$ cat src/sv/pcbp_pkg.sv
// Shared types, constants and register codes of the prefix-coded bit packer.
`default_nettype none

package pcbp_pkg;

    localparam int DATA_W      = 64;
    localparam int VAL_W       = 40;
    localparam int WID_W       = 6;
    localparam int BYTE_W      = 8;
    localparam int POS_W       = 3;
    localparam int IDX_W       = 16;
    localparam int ID_W        = 16;
    localparam int BITS_W      = 5;
    localparam int CFG_IDX_W   = 3;
    localparam int CFG_DATA_W  = 16;
    localparam int OPCODE_W    = 3;
    localparam int S_TDATA_W   = 72;
    localparam int S_TUSER_W   = 5;
    localparam int M_TDATA_W   = 24;

    localparam int QUEUE_DEPTH = 2;
    localparam int QUEUE_PTR_W = (QUEUE_DEPTH > 1) ? $clog2(QUEUE_DEPTH) : 1;
    localparam int QUEUE_CNT_W = $clog2(QUEUE_DEPTH + 1);

    localparam logic [DATA_W-1:0] TIME_LIMIT_SHORT  = 64'd16383;
    localparam logic [DATA_W-1:0] TIME_LIMIT_MEDIUM = 64'd262143;
    localparam logic [DATA_W-1:0] TIME_LIMIT_LONG   = 64'd67108863;
    localparam int TIME_SHIFT  = 5;
    localparam int RAW_MAX     = 32;
    localparam int ID_BITS_MAX = 16;

    localparam logic [CFG_DATA_W-1:0] RESET_LOW_ID_BITS    = 16'd8;
    localparam logic [CFG_DATA_W-1:0] RESET_MEDIUM_ID_BITS = 16'd12;
    localparam logic [CFG_DATA_W-1:0] RESET_HIGH_ID_BITS   = 16'd16;
    localparam logic [CFG_DATA_W-1:0] RESET_BUFFER_BYTES   = 16'd1024;

    typedef enum logic [OPCODE_W-1:0] {
        OP_START  = 3'd0,
        OP_RAW    = 3'd1,
        OP_TIME   = 3'd2,
        OP_NET_ID = 3'd3,
        OP_FLUSH  = 3'd4
    } opcode_t;

    typedef enum logic [CFG_IDX_W-1:0] {
        REG_MULTIPLAYER     = 3'd0,
        REG_LOW_ID_COUNT    = 3'd1,
        REG_LOW_ID_BITS     = 3'd2,
        REG_MEDIUM_ID_BITS  = 3'd3,
        REG_HIGH_ID_START   = 3'd4,
        REG_HIGH_ID_BITS    = 3'd5,
        REG_INVALID_ID_CODE = 3'd6,
        REG_BUFFER_BYTES    = 3'd7
    } cfg_index_t;

    typedef enum logic [1:0] {
        JOB_START  = 2'd0,
        JOB_APPEND = 2'd1,
        JOB_FLUSH  = 2'd2
    } job_kind_t;

    typedef struct packed {
        job_kind_t         kind;
        logic [VAL_W-1:0]  value;
        logic [WID_W-1:0]  width;
    } job_t;

    typedef struct packed {
        logic              multiplayer;
        logic [ID_W-1:0]   low_id_count;
        logic [BITS_W-1:0] low_id_bits;
        logic [BITS_W-1:0] medium_id_bits;
        logic [ID_W-1:0]   high_id_start;
        logic [BITS_W-1:0] high_id_bits;
        logic [ID_W-1:0]   invalid_id_code;
        logic [IDX_W-1:0]  buffer_bytes;
    } cfg_t;

endpackage

`default_nettype wire

$ cat src/sv/prefix_coded_bit_packer_top.sv
// Top level of the prefix-coded bit packer: config registers, front, queue, back.
//
//  channel  dir  handshake        payload
//  s_*      in   tvalid/tready    tdata: data_value[63:0], bit_count[69:64]
//                                 tuser: opcode[2:0], time_scaled[3], id_invalid[4]
//  m_*      out  tvalid/tready    tdata: out_byte[7:0], byte_index[23:8];
//                                 tlast: last; tuser: failed
//  cfg_*    in   cfg_we           cfg_index selects register, cfg_data[15:0]
//
//  The front decodes an item in the cycle it is accepted and queues at most one job.
//  The back handles one output byte that the item's bits reach per cycle
//  while the output is not stalled; a job whose bits span bytes stays active
//  until all of them are placed.
//  Completed bytes pass through an output register; a stall on m_tready
//  holds the back while the queue keeps taking items until full.
//  Reset clears the bit and byte positions, the failed flag and all valids.
`default_nettype none

module prefix_coded_bit_packer_top (
    input  wire logic                              clk,
    input  wire logic                              rst_n,
    input  wire logic                              s_tvalid,
    output logic                                   s_tready,
    input  wire logic [pcbp_pkg::S_TDATA_W-1:0]    s_tdata,  // data_value, bit_count
    input  wire logic [pcbp_pkg::S_TUSER_W-1:0]    s_tuser,  // opcode, time_scaled, id_invalid
    output logic                                   m_tvalid,
    input  wire logic                              m_tready,
    output logic [pcbp_pkg::M_TDATA_W-1:0]         m_tdata,  // out_byte, byte_index
    output logic                                   m_tlast,
    output logic [0:0]                             m_tuser,  // failed
    input  wire logic                              cfg_we,
    input  wire logic [pcbp_pkg::CFG_IDX_W-1:0]    cfg_index,
    input  wire logic [pcbp_pkg::CFG_DATA_W-1:0]   cfg_data
);
    import pcbp_pkg::*;

    cfg_t cfg_reg;
    job_t front_job;
    logic front_ok;
    logic q_ready;
    logic q_push;
    job_t q_job;
    logic q_valid;
    logic q_pop;

    always_ff @(posedge clk or negedge rst_n)
    begin
        if (!rst_n)
        begin
            cfg_reg.multiplayer     <= 1'b0;
            cfg_reg.low_id_count    <= '0;
            cfg_reg.low_id_bits     <= RESET_LOW_ID_BITS[BITS_W-1:0];
            cfg_reg.medium_id_bits  <= RESET_MEDIUM_ID_BITS[BITS_W-1:0];
            cfg_reg.high_id_start   <= '0;
            cfg_reg.high_id_bits    <= RESET_HIGH_ID_BITS[BITS_W-1:0];
            cfg_reg.invalid_id_code <= '0;
            cfg_reg.buffer_bytes    <= RESET_BUFFER_BYTES;
        end
        else if (cfg_we)
        begin
            unique case (cfg_index_t'(cfg_index))
                REG_MULTIPLAYER:     cfg_reg.multiplayer     <= cfg_data[0];
                REG_LOW_ID_COUNT:    cfg_reg.low_id_count    <= cfg_data[ID_W-1:0];
                REG_LOW_ID_BITS:     cfg_reg.low_id_bits     <= cfg_data[BITS_W-1:0];
                REG_MEDIUM_ID_BITS:  cfg_reg.medium_id_bits  <= cfg_data[BITS_W-1:0];
                REG_HIGH_ID_START:   cfg_reg.high_id_start   <= cfg_data[ID_W-1:0];
                REG_HIGH_ID_BITS:    cfg_reg.high_id_bits    <= cfg_data[BITS_W-1:0];
                REG_INVALID_ID_CODE: cfg_reg.invalid_id_code <= cfg_data[ID_W-1:0];
                REG_BUFFER_BYTES:    cfg_reg.buffer_bytes    <= cfg_data[IDX_W-1:0];
                default:             cfg_reg                 <= cfg_reg;
            endcase
        end
    end

    assign s_tready = q_ready;
    assign q_push   = s_tvalid && q_ready && front_ok;

    pcbp_front u_front (
        .opcode      (s_tuser[OPCODE_W-1:0]),
        .data_value  (s_tdata[DATA_W-1:0]),
        .bit_count   (s_tdata[DATA_W +: WID_W]),
        .time_scaled (s_tuser[OPCODE_W]),
        .id_invalid  (s_tuser[OPCODE_W+1]),
        .cfg         (cfg_reg),
        .job         (front_job),
        .job_ok      (front_ok)
    );

    pcbp_queue u_queue (
        .clk     (clk),
        .rst_n   (rst_n),
        .push    (q_push),
        .in_job  (front_job),
        .ready   (q_ready),
        .out_job (q_job),
        .valid   (q_valid),
        .pop     (q_pop)
    );

    pcbp_back u_back (
        .clk          (clk),
        .rst_n        (rst_n),
        .buffer_bytes (cfg_reg.buffer_bytes),
        .job          (q_job),
        .job_valid    (q_valid),
        .job_pop      (q_pop),
        .m_tvalid     (m_tvalid),
        .m_tready     (m_tready),
        .m_tdata      (m_tdata),
        .m_tlast      (m_tlast),
        .m_tuser      (m_tuser)
    );

endmodule

`default_nettype wire

$ cat src/sv/pcbp_front.sv
// Front end: decodes an input item into a left-aligned bit string job.
`default_nettype none

module pcbp_front (
    input  wire logic [pcbp_pkg::OPCODE_W-1:0] opcode,
    input  wire logic [pcbp_pkg::DATA_W-1:0]   data_value,
    input  wire logic [pcbp_pkg::WID_W-1:0]    bit_count,
    input  wire logic                          time_scaled,
    input  wire logic                          id_invalid,
    input  pcbp_pkg::cfg_t                     cfg,
    output pcbp_pkg::job_t                     job,
    output logic                               job_ok
);
    import pcbp_pkg::*;

    function automatic logic [BITS_W-1:0] clamp_id_bits(input logic [BITS_W-1:0] w);
        return (w > BITS_W'(ID_BITS_MAX)) ? BITS_W'(ID_BITS_MAX) : w;
    endfunction

    logic [DATA_W-1:0] t;
    logic [WID_W-1:0]  raw_cnt;
    logic [VAL_W-1:0]  raw_mask;
    logic [ID_W-1:0]   id;
    logic              in_low;
    logic              in_med;
    logic [BITS_W-1:0] idw;
    logic [ID_W-1:0]   diff;
    logic [ID_W:0]     id_mask;
    logic [ID_W-1:0]   payload;
    logic [VAL_W-1:0]  raw;
    logic [WID_W-1:0]  width;
    logic [WID_W-1:0]  pad;

    always_comb
    begin
        t        = time_scaled ? (data_value >> TIME_SHIFT) : data_value;
        raw_cnt  = (bit_count > WID_W'(RAW_MAX)) ? WID_W'(RAW_MAX) : bit_count;
        raw_mask = (VAL_W'(1) << raw_cnt) - VAL_W'(1);

        id     = id_invalid ? cfg.invalid_id_code : data_value[ID_W-1:0];
        in_low = id < cfg.low_id_count;
        in_med = id < cfg.high_id_start;
        if (in_low)
        begin
            idw  = clamp_id_bits(cfg.low_id_bits);
            diff = id;
        end
        else if (in_med)
        begin
            idw  = clamp_id_bits(cfg.medium_id_bits);
            diff = id - cfg.low_id_count;
        end
        else
        begin
            idw  = clamp_id_bits(cfg.high_id_bits);
            diff = id - cfg.high_id_start;
        end
        id_mask = ((ID_W+1)'(1) << idw) - (ID_W+1)'(1);
        payload = diff & id_mask[ID_W-1:0];

        raw      = '0;
        width    = '0;
        job_ok   = 1'b0;
        job.kind = JOB_APPEND;

        unique case (opcode_t'(opcode))
            OP_START:
            begin
                job.kind = JOB_START;
                raw      = VAL_W'(data_value[BYTE_W-1:0]);
                width    = WID_W'(BYTE_W);
                job_ok   = 1'b1;
            end
            OP_RAW:
            begin
                raw    = data_value[VAL_W-1:0] & raw_mask;
                width  = raw_cnt;
                job_ok = raw_cnt != '0;
            end
            OP_TIME:
            begin
                job_ok = 1'b1;
                if (t < TIME_LIMIT_SHORT)
                begin
                    raw   = VAL_W'({2'd0, t[13:0]});
                    width = WID_W'(16);
                end
                else if (t < TIME_LIMIT_MEDIUM)
                begin
                    raw   = VAL_W'({2'd1, t[17:0]});
                    width = WID_W'(20);
                end
                else if (t < TIME_LIMIT_LONG)
                begin
                    raw   = VAL_W'({2'd2, t[25:0]});
                    width = WID_W'(28);
                end
                else
                begin
                    raw   = {2'd3, t[37:0]};
                    width = WID_W'(VAL_W);
                end
            end
            OP_NET_ID:
            begin
                job_ok = 1'b1;
                if (!cfg.multiplayer)
                begin
                    raw   = VAL_W'(data_value[ID_W-1:0]);
                    width = WID_W'(ID_W);
                end
                else if (in_low)
                begin
                    raw   = VAL_W'(payload);
                    width = WID_W'(idw) + WID_W'(1);
                end
                else
                begin
                    raw   = (VAL_W'({1'b1, !in_med}) << idw) | VAL_W'(payload);
                    width = WID_W'(idw) + WID_W'(2);
                end
            end
            OP_FLUSH:
            begin
                job.kind = JOB_FLUSH;
                job_ok   = 1'b1;
            end
            default:
            begin
                job_ok = 1'b0;
            end
        endcase

        pad       = WID_W'(VAL_W) - width;
        job.value = raw << pad;
        job.width = width;
    end

endmodule

`default_nettype wire

$ cat src/sv/pcbp_queue.sv
// Short job queue between the front end and the byte packer.
`default_nettype none

module pcbp_queue (
    input  wire logic      clk,
    input  wire logic      rst_n,
    input  wire logic      push,
    input  pcbp_pkg::job_t in_job,
    output logic           ready,
    output pcbp_pkg::job_t out_job,
    output logic           valid,
    input  wire logic      pop
);
    import pcbp_pkg::*;

    job_t                   mem_reg [QUEUE_DEPTH];
    logic [QUEUE_PTR_W-1:0] wr_ptr_reg;
    logic [QUEUE_PTR_W-1:0] wr_ptr_next;
    logic [QUEUE_PTR_W-1:0] rd_ptr_reg;
    logic [QUEUE_PTR_W-1:0] rd_ptr_next;
    logic [QUEUE_CNT_W-1:0] count_reg;
    logic [QUEUE_CNT_W-1:0] count_next;

    function automatic logic [QUEUE_PTR_W-1:0] advance(input logic [QUEUE_PTR_W-1:0] p);
        return (p == QUEUE_PTR_W'(QUEUE_DEPTH - 1)) ? '0 : p + QUEUE_PTR_W'(1);
    endfunction

    assign ready   = count_reg != QUEUE_CNT_W'(QUEUE_DEPTH);
    assign valid   = count_reg != '0;
    assign out_job = mem_reg[rd_ptr_reg];

    always_comb
    begin
        wr_ptr_next = push ? advance(wr_ptr_reg) : wr_ptr_reg;
        rd_ptr_next = pop ? advance(rd_ptr_reg) : rd_ptr_reg;
        count_next  = count_reg + QUEUE_CNT_W'(push) - QUEUE_CNT_W'(pop);
    end

    always_ff @(posedge clk or negedge rst_n)
    begin
        if (!rst_n)
        begin
            wr_ptr_reg <= '0;
            rd_ptr_reg <= '0;
            count_reg  <= '0;
        end
        else
        begin
            wr_ptr_reg <= wr_ptr_next;
            rd_ptr_reg <= rd_ptr_next;
            count_reg  <= count_next;
        end
    end

    always_ff @(posedge clk)
    begin
        if (push)
        begin
            mem_reg[wr_ptr_reg] <= in_job;
        end
    end

    a_no_overfill: assert property (@(posedge clk) disable iff (!rst_n) push |-> ready)
        else $error("queue push while full");
    a_no_underrun: assert property (@(posedge clk) disable iff (!rst_n) pop |-> valid)
        else $error("queue pop while empty");
    a_count_bound: assert property (@(posedge clk) disable iff (!rst_n)
        count_reg <= QUEUE_CNT_W'(QUEUE_DEPTH))
        else $error("queue count out of range");

endmodule

`default_nettype wire

$ cat src/sv/pcbp_back.sv
// Back end: shifts job bits into the partial byte and emits completed bytes.
`default_nettype none

module pcbp_back (
    input  wire logic                           clk,
    input  wire logic                           rst_n,
    input  wire logic [pcbp_pkg::IDX_W-1:0]     buffer_bytes,
    input  pcbp_pkg::job_t                      job,
    input  wire logic                           job_valid,
    output logic                                job_pop,
    output logic                                m_tvalid,
    input  wire logic                           m_tready,
    output logic [pcbp_pkg::M_TDATA_W-1:0]      m_tdata,   // out_byte, byte_index
    output logic                                m_tlast,
    output logic [0:0]                          m_tuser    // failed
);
    import pcbp_pkg::*;

    logic                   active_reg;
    logic                   active_next;
    logic [VAL_W-1:0]       val_reg;
    logic [VAL_W-1:0]       val_next;
    logic [WID_W-1:0]       rem_reg;
    logic [WID_W-1:0]       rem_next;
    logic [POS_W-1:0]       bitpos_reg;
    logic [POS_W-1:0]       bitpos_next;
    logic [BYTE_W-1:0]      partial_reg;
    logic [BYTE_W-1:0]      partial_next;
    logic [IDX_W-1:0]       bytepos_reg;
    logic [IDX_W-1:0]       bytepos_next;
    logic                   ovf_reg;
    logic                   ovf_next;
    logic                   m_valid_reg;
    logic                   m_valid_next;
    logic [M_TDATA_W-1:0]   m_data_reg;
    logic [M_TDATA_W-1:0]   m_data_next;
    logic                   m_last_reg;
    logic                   m_last_next;
    logic                   m_failed_reg;
    logic                   m_failed_next;

    logic                   out_ready;
    logic                   step;
    job_kind_t              kind;
    logic [VAL_W-1:0]       cur_val;
    logic [WID_W-1:0]       cur_rem;
    logic [POS_W:0]         space;
    logic [POS_W:0]         take;
    logic                   fills;
    logic [BYTE_W-1:0]      byte_new;
    logic [WID_W-1:0]       rem_after;
    logic                   close_req;
    logic [BYTE_W-1:0]      close_byte;
    logic                   close_last;
    logic                   emit;
    logic [BYTE_W-1:0]      emit_byte;
    logic [IDX_W-1:0]       emit_idx;
    logic                   emit_last;
    logic                   emit_failed;

    assign m_tvalid = m_valid_reg;
    assign m_tdata  = m_data_reg;
    assign m_tlast  = m_last_reg;
    assign m_tuser  = m_failed_reg;

    always_comb
    begin
        out_ready = !m_valid_reg || m_tready;
        step      = out_ready && (active_reg || job_valid);
        kind      = active_reg ? JOB_APPEND : job.kind;
        cur_val   = active_reg ? val_reg : job.value;
        cur_rem   = active_reg ? rem_reg : job.width;
        space     = (POS_W+1)'(BYTE_W) - {1'b0, bitpos_reg};
        fills     = cur_rem >= WID_W'(space);
        take      = fills ? space : cur_rem[POS_W:0];
        byte_new  = partial_reg | (cur_val[VAL_W-1 -: BYTE_W] >> bitpos_reg);
        rem_after = cur_rem - WID_W'(take);

        active_next  = active_reg;
        val_next     = val_reg;
        rem_next     = rem_reg;
        bitpos_next  = bitpos_reg;
        partial_next = partial_reg;
        bytepos_next = bytepos_reg;
        ovf_next     = ovf_reg;
        job_pop      = 1'b0;
        close_req    = 1'b0;
        close_byte   = partial_reg;
        close_last   = 1'b1;
        emit         = 1'b0;
        emit_byte    = '0;
        emit_idx     = '0;
        emit_last    = 1'b1;
        emit_failed  = ovf_reg;

        if (step)
        begin
            job_pop = !active_reg;
            unique case (kind)
                JOB_START:
                begin
                    ovf_next     = 1'b0;
                    partial_next = '0;
                    bitpos_next  = '0;
                    bytepos_next = IDX_W'(1);
                    if (buffer_bytes != '0)
                    begin
                        emit        = 1'b1;
                        emit_byte   = cur_val[VAL_W-1 -: BYTE_W];
                        emit_failed = 1'b0;
                    end
                    else
                    begin
                        ovf_next = 1'b1;
                    end
                end
                JOB_APPEND:
                begin
                    if (fills)
                    begin
                        close_req  = 1'b1;
                        close_byte = byte_new;
                        close_last = (rem_after < WID_W'(BYTE_W)) ||
                                     (bytepos_reg + IDX_W'(1) == buffer_bytes);
                    end
                    else
                    begin
                        partial_next = byte_new;
                        bitpos_next  = bitpos_reg + take[POS_W-1:0];
                    end
                    active_next = rem_after != '0;
                    val_next    = cur_val << take;
                    rem_next    = rem_after;
                end
                JOB_FLUSH:
                begin
                    close_req = bitpos_reg != '0;
                end
                default:
                begin
                    close_req = 1'b0;
                end
            endcase

            if (close_req)
            begin
                partial_next = '0;
                bitpos_next  = '0;
                if (bytepos_reg < buffer_bytes)
                begin
                    emit         = 1'b1;
                    emit_byte    = close_byte;
                    emit_idx     = bytepos_reg;
                    emit_last    = close_last;
                    bytepos_next = bytepos_reg + IDX_W'(1);
                end
                else
                begin
                    ovf_next = 1'b1;
                end
            end
        end

        m_valid_next  = out_ready ? emit : m_valid_reg;
        m_data_next   = emit ? {emit_idx, emit_byte} : m_data_reg;
        m_last_next   = emit ? emit_last : m_last_reg;
        m_failed_next = emit ? emit_failed : m_failed_reg;
    end

    always_ff @(posedge clk or negedge rst_n)
    begin
        if (!rst_n)
        begin
            active_reg  <= 1'b0;
            rem_reg     <= '0;
            bitpos_reg  <= '0;
            partial_reg <= '0;
            bytepos_reg <= '0;
            ovf_reg     <= 1'b0;
            m_valid_reg <= 1'b0;
        end
        else
        begin
            active_reg  <= active_next;
            rem_reg     <= rem_next;
            bitpos_reg  <= bitpos_next;
            partial_reg <= partial_next;
            bytepos_reg <= bytepos_next;
            ovf_reg     <= ovf_next;
            m_valid_reg <= m_valid_next;
        end
    end

    always_ff @(posedge clk)
    begin
        val_reg      <= val_next;
        m_data_reg   <= m_data_next;
        m_last_reg   <= m_last_next;
        m_failed_reg <= m_failed_next;
    end

    a_active_has_bits: assert property (@(posedge clk) disable iff (!rst_n)
        active_reg |-> rem_reg != '0)
        else $error("active job with no bits left");
    a_partial_clean: assert property (@(posedge clk) disable iff (!rst_n)
        (partial_reg & (BYTE_W'(8'hff) >> bitpos_reg)) == '0)
        else $error("partial byte has bits past the fill point");
    a_index_in_range: assert property (@(posedge clk) disable iff (!rst_n)
        m_valid_reg |-> m_data_reg[M_TDATA_W-1 -: IDX_W] < buffer_bytes)
        else $error("byte emitted beyond capacity");
    a_start_position: assert property (@(posedge clk) disable iff (!rst_n)
        (step && kind == JOB_START) |=> bytepos_reg == IDX_W'(1))
        else $error("start did not restart byte position");

endmodule

`default_nettype wire

$ cat config.mk
export PLATFORM = sky130hd
export DESIGN_NAME = prefix_coded_bit_packer_top
export DESIGN_NICKNAME = d
export VERILOG_FILES = /design/src/sv/pcbp_pkg.sv /design/src/sv/prefix_coded_bit_packer_top.sv /design/src/sv/pcbp_front.sv /design/src/sv/pcbp_queue.sv /design/src/sv/pcbp_back.sv
export SDC_FILE = /design/constraint.sdc
export NUM_CORES = 1
export LEC_CHECK = 0
export BUFFER_PORTS_ARGS = -buffer_cell sky130_fd_sc_hd__buf_4
export CORE_MARGIN = 2
export CORE_UTILIZATION = 37
export CTS_BUF_LIST = sky130_fd_sc_hd__clkbuf_8
export CTS_CLUSTER_DIAMETER = 80
export DETAILED_ROUTE_END_ITERATION = 10
export SLEW_MARGIN = 10
export SYNTH_ARGS = -nofsm -noshare
export SYNTH_HDL_FRONTEND = slang
export SYNTH_SLANG_ARGS = --single-unit
$ cat constraint.sdc
create_clock -name clk -period 12.8 [get_ports clk]
set_clock_uncertainty 0.1 [all_clocks]
set_input_delay 1.28 -clock clk [delete_from_list [all_inputs] [get_ports clk]]
set_output_delay 1.28 -clock clk [all_outputs]
set_load 0.05 [all_outputs]
==> impl_metrics.tcl <==
set metrics [dict create \
    post-cts-setup-buffers 0 \
    core_region_area_mm2 0.06013 \
    crit_chain "buf_4 > mux2i_1 > ha_1 > inv_1 > fa_1 > a211oi_1 > nor3_1 > o211a_1 > o21ai_1 > a21boi_0 > o21ai_0 > ha_1 > a32o_1 > a31oi_1 > ha_1 > a32oi_1 > xnor2_1 > nor2b_1 > o21ai_0 > a21oi_1 > a21oi_1 > o21ai_0" \
    largest_reg_flops 96 \
    seqCellArea_mm2 0.007876 \
    syn-instance-count 2496 \
    antenna_found_initial 3 \
    outcome "finished clean" \
    power.density_mw_per_mm2 255.9 \
    peakVddDrop_v 0.0001869 \
    syn_area_mm2 0.02240 \
    synth_cell_types 112 \
    grt_pass1_vias 19238 \
    die_y_um 250.1 \
    cts_tree "yes" \
    synth_most_common_cell "nor2_1" \
    cp.arrival_ns 8.86 \
    dr.pass1.iters 5 \
    crit_fanout 17 \
    syn-num-nets 2676 \
    tns_ns 0 \
    clock_sinks 282 \
    post_drt_wl_per_cell_um 21.56 \
    min_period_over_period 0.6738 \
    fillers 6032 \
    clk_root_buffer_cell "clkbuf_8" \
    dp_slack_ns 3.787 \
    ios 129 \
    drt_iter0_markers 1936 \
    grt_usage 0.2266 \
    cap_violations 0 \
    cts_hold_buffers 0 \
    path_clk_slew_ns 0.06 \
    clock_latency_ns 0.65 \
    cp_slowest_cell "xnor2_1" \
    wl_um 72530 \
    place_hpwl_um 54370 \
    ys_seq_elements 282 \
    fin_crit_ns 8.625 \
    dieArea_mm2 0.06253 \
    multi_input_comb_area_mm2 0.01352 \
    synth_ff_type "edfxtp_1" \
    postRouteAntennaNets 0 \
    synth_warnings 0 \
    chipWidth_um 250.1 \
    gp_congestion 0.9579 \
    htreeDepth 2 \
    syn2layout_area_growth_pct 11.66 \
    synthTopCellsByCount "214 x nor2_1, 198 x nand2_1, 180 x mux2i_1" \
    drive_above_1_share 0.1638 \
    cts_buffers 49 \
    rows 90 \
    io_buffers 126 \
    grt_max_degree 87 \
    vias 20105 \
    finalMaxSlewViolations 0 \
    cts_resized 0 \
    avgSynthCellArea_um2 8.974 \
    cp-end-kind "flop" \
    worstMarginPinSlew_ns 1.250 \
    synth-edff-count 162 \
    power_mw 6.401 \
    fmax_mhz 115.9 \
    cp_slowest_stage_delay_ns 0.93 \
    critical_path_class "input pin to flop" \
    rsz0062_at_grt "no" \
    synth_top_area_frac 0.2172 \
    timing_hold_violations_final 0 \
    async_flop_share 0.4255 \
    yosysTopAreaCell "edfxtp_1" \
    setup_violations 0 \
    final_cells 3365 \
    seq_area_frac_synth 0.3515 \
    initial_utilization 0.3725 \
    cellLeakagePower_nw 10.24 \
    hold_class "flop to flop" \
    fin_nets 2721 \
    slew_headroom 0.1609 \
    cts_buffer_depth 3 \
    post-place-cells 3272 \
    drc 0 \
    grt_first_pass_wirelength_um 112200 \
    critPathLaunchType "input pin" \
    setup_ws_ns 4.175 \
    grt-ovfl-total 0 \
    ys_top_cells_by_area "edfxtp_1 22%, dfrtp_1 13%, mux2i_1 8.0%, mux2_2 5.5%, ha_1 4.2%" \
    required_ns 13.03 \
    via_per_inst 5.975 \
]
## cell usage in the layout, fill, tap and decap left out, drive strengths merged, types with 13 or more instances in the layout
cell | synthesis | routed
o2bb2ai | 15 | 15
xnor2 | 39 | 39
nand2 | 200 | 200
and2 | 16 | 16
nor3 | 66 | 66
mux2 | 110 | 110
or3 | 22 | 22
clkinv | 3 | 14
o22ai | 19 | 19
ha | 75 | 75
xor2 | 24 | 24
a211oi | 32 | 32
o211ai | 25 | 25
a21oi | 183 | 183
a21o | 19 | 19
nor2 | 215 | 215
nand4 | 18 | 18
dfrtp | 115 | 115
clkbuf | 111 | 60
or2 | 18 | 18
mux2i | 181 | 181
nand2b | 23 | 23
nor4 | 27 | 27
inv | 105 | 122
a22oi | 15 | 15
a31oi | 30 | 30
nand3 | 59 | 59
buf | 53 | 158
o31ai | 25 | 25
edfxtp | 162 | 162
nor2b | 21 | 21
o221ai | 13 | 13
o21a | 27 | 27
and3 | 37 | 37
o21ai | 187 | 187
## report_power, final
group	switching [mW]	internal [mW]
clock network	0.384	0.486
logic	2.54	1.44
registers	0.135	1.41
## per-stage QoR
step                      instance area, um^2  hold WS [ns]    util
after floorplan                         22400        0.3502       -
after global placement                  23960        0.3731  0.3985
after detailed placement                23960        0.3779  0.3985
after CTS                               25010        0.3929  0.4159
after global routing                    25010        0.4185  0.4159
final                                   25010        0.3933  0.4159
## layer usage
metal	GRT usage	share of wire	vias to the layer above
li1	-	-	9475
met1	0.3108	0.45	9743
met2	0.3585	0.45	725
met3	0.03523	0.062	160
met4	0.08965	0.040	2
met5	0	0.00017	-
## final cells by class
type / instances / share of cell area
Inverter: 108 / 0.01621
Antenna cell: 1 / 0.0001000
Clock inverter: 32 / 0.008754
Tap cell: 782 / 0.03912
Sequential cell: 282 / 0.3149
Timing Repair Buffer: 158 / 0.04742
Multi-Input combinational cell: 1942 / 0.5405
Clock buffer: 60 / 0.03302
## critical path, delay by kind of cell
family	cells	cell delay [ns]
XOR/XNOR	1	0.93
AO/OA/AOI/OAI	12	3.52
buffers and inverters	2	0.33
AND/OR/NAND/NOR	2	0.99
multiplexers	1	0.35
adder cells (fa/ha/maj)	4	1.43
## kinds of logic (layout without fill, tap and decap cells)
group / Yosys count / count (layout) / share of synthesized area
xor+xnor: 63 / 63 / 0.02530
compound gates: 733 / 733 / 0.2212
other cells: 0 / 1 / 0
flops: 282 / 282 / 0.3515
fa+ha+maj: 79 / 79 / 0.04547
mux: 293 / 293 / 0.1384
simple gates: 774 / 774 / 0.1696
buf+inv: 272 / 358 / 0.04860
## final timing paths
path	slack (ns)	cells past startpoint	end	start
max reg2reg	4.80	21	u_queue.mem_reg[1][39]	cfg_reg[16]
min reg2reg	0.39	2	u_back.rem_reg[0]	u_back.rem_reg[0]
min	0.39	2	u_back.rem_reg[0]	u_back.rem_reg[0]
min in group asynchronous	0.55	1	cfg_reg[59]	rst_n
max	4.18	22	u_queue.mem_reg[1][39]	s_tuser[4]
max in group asynchronous	10.55	2	u_queue.rd_ptr_reg	rst_n
Note: power is estimated with default switching activity, not from simulation.
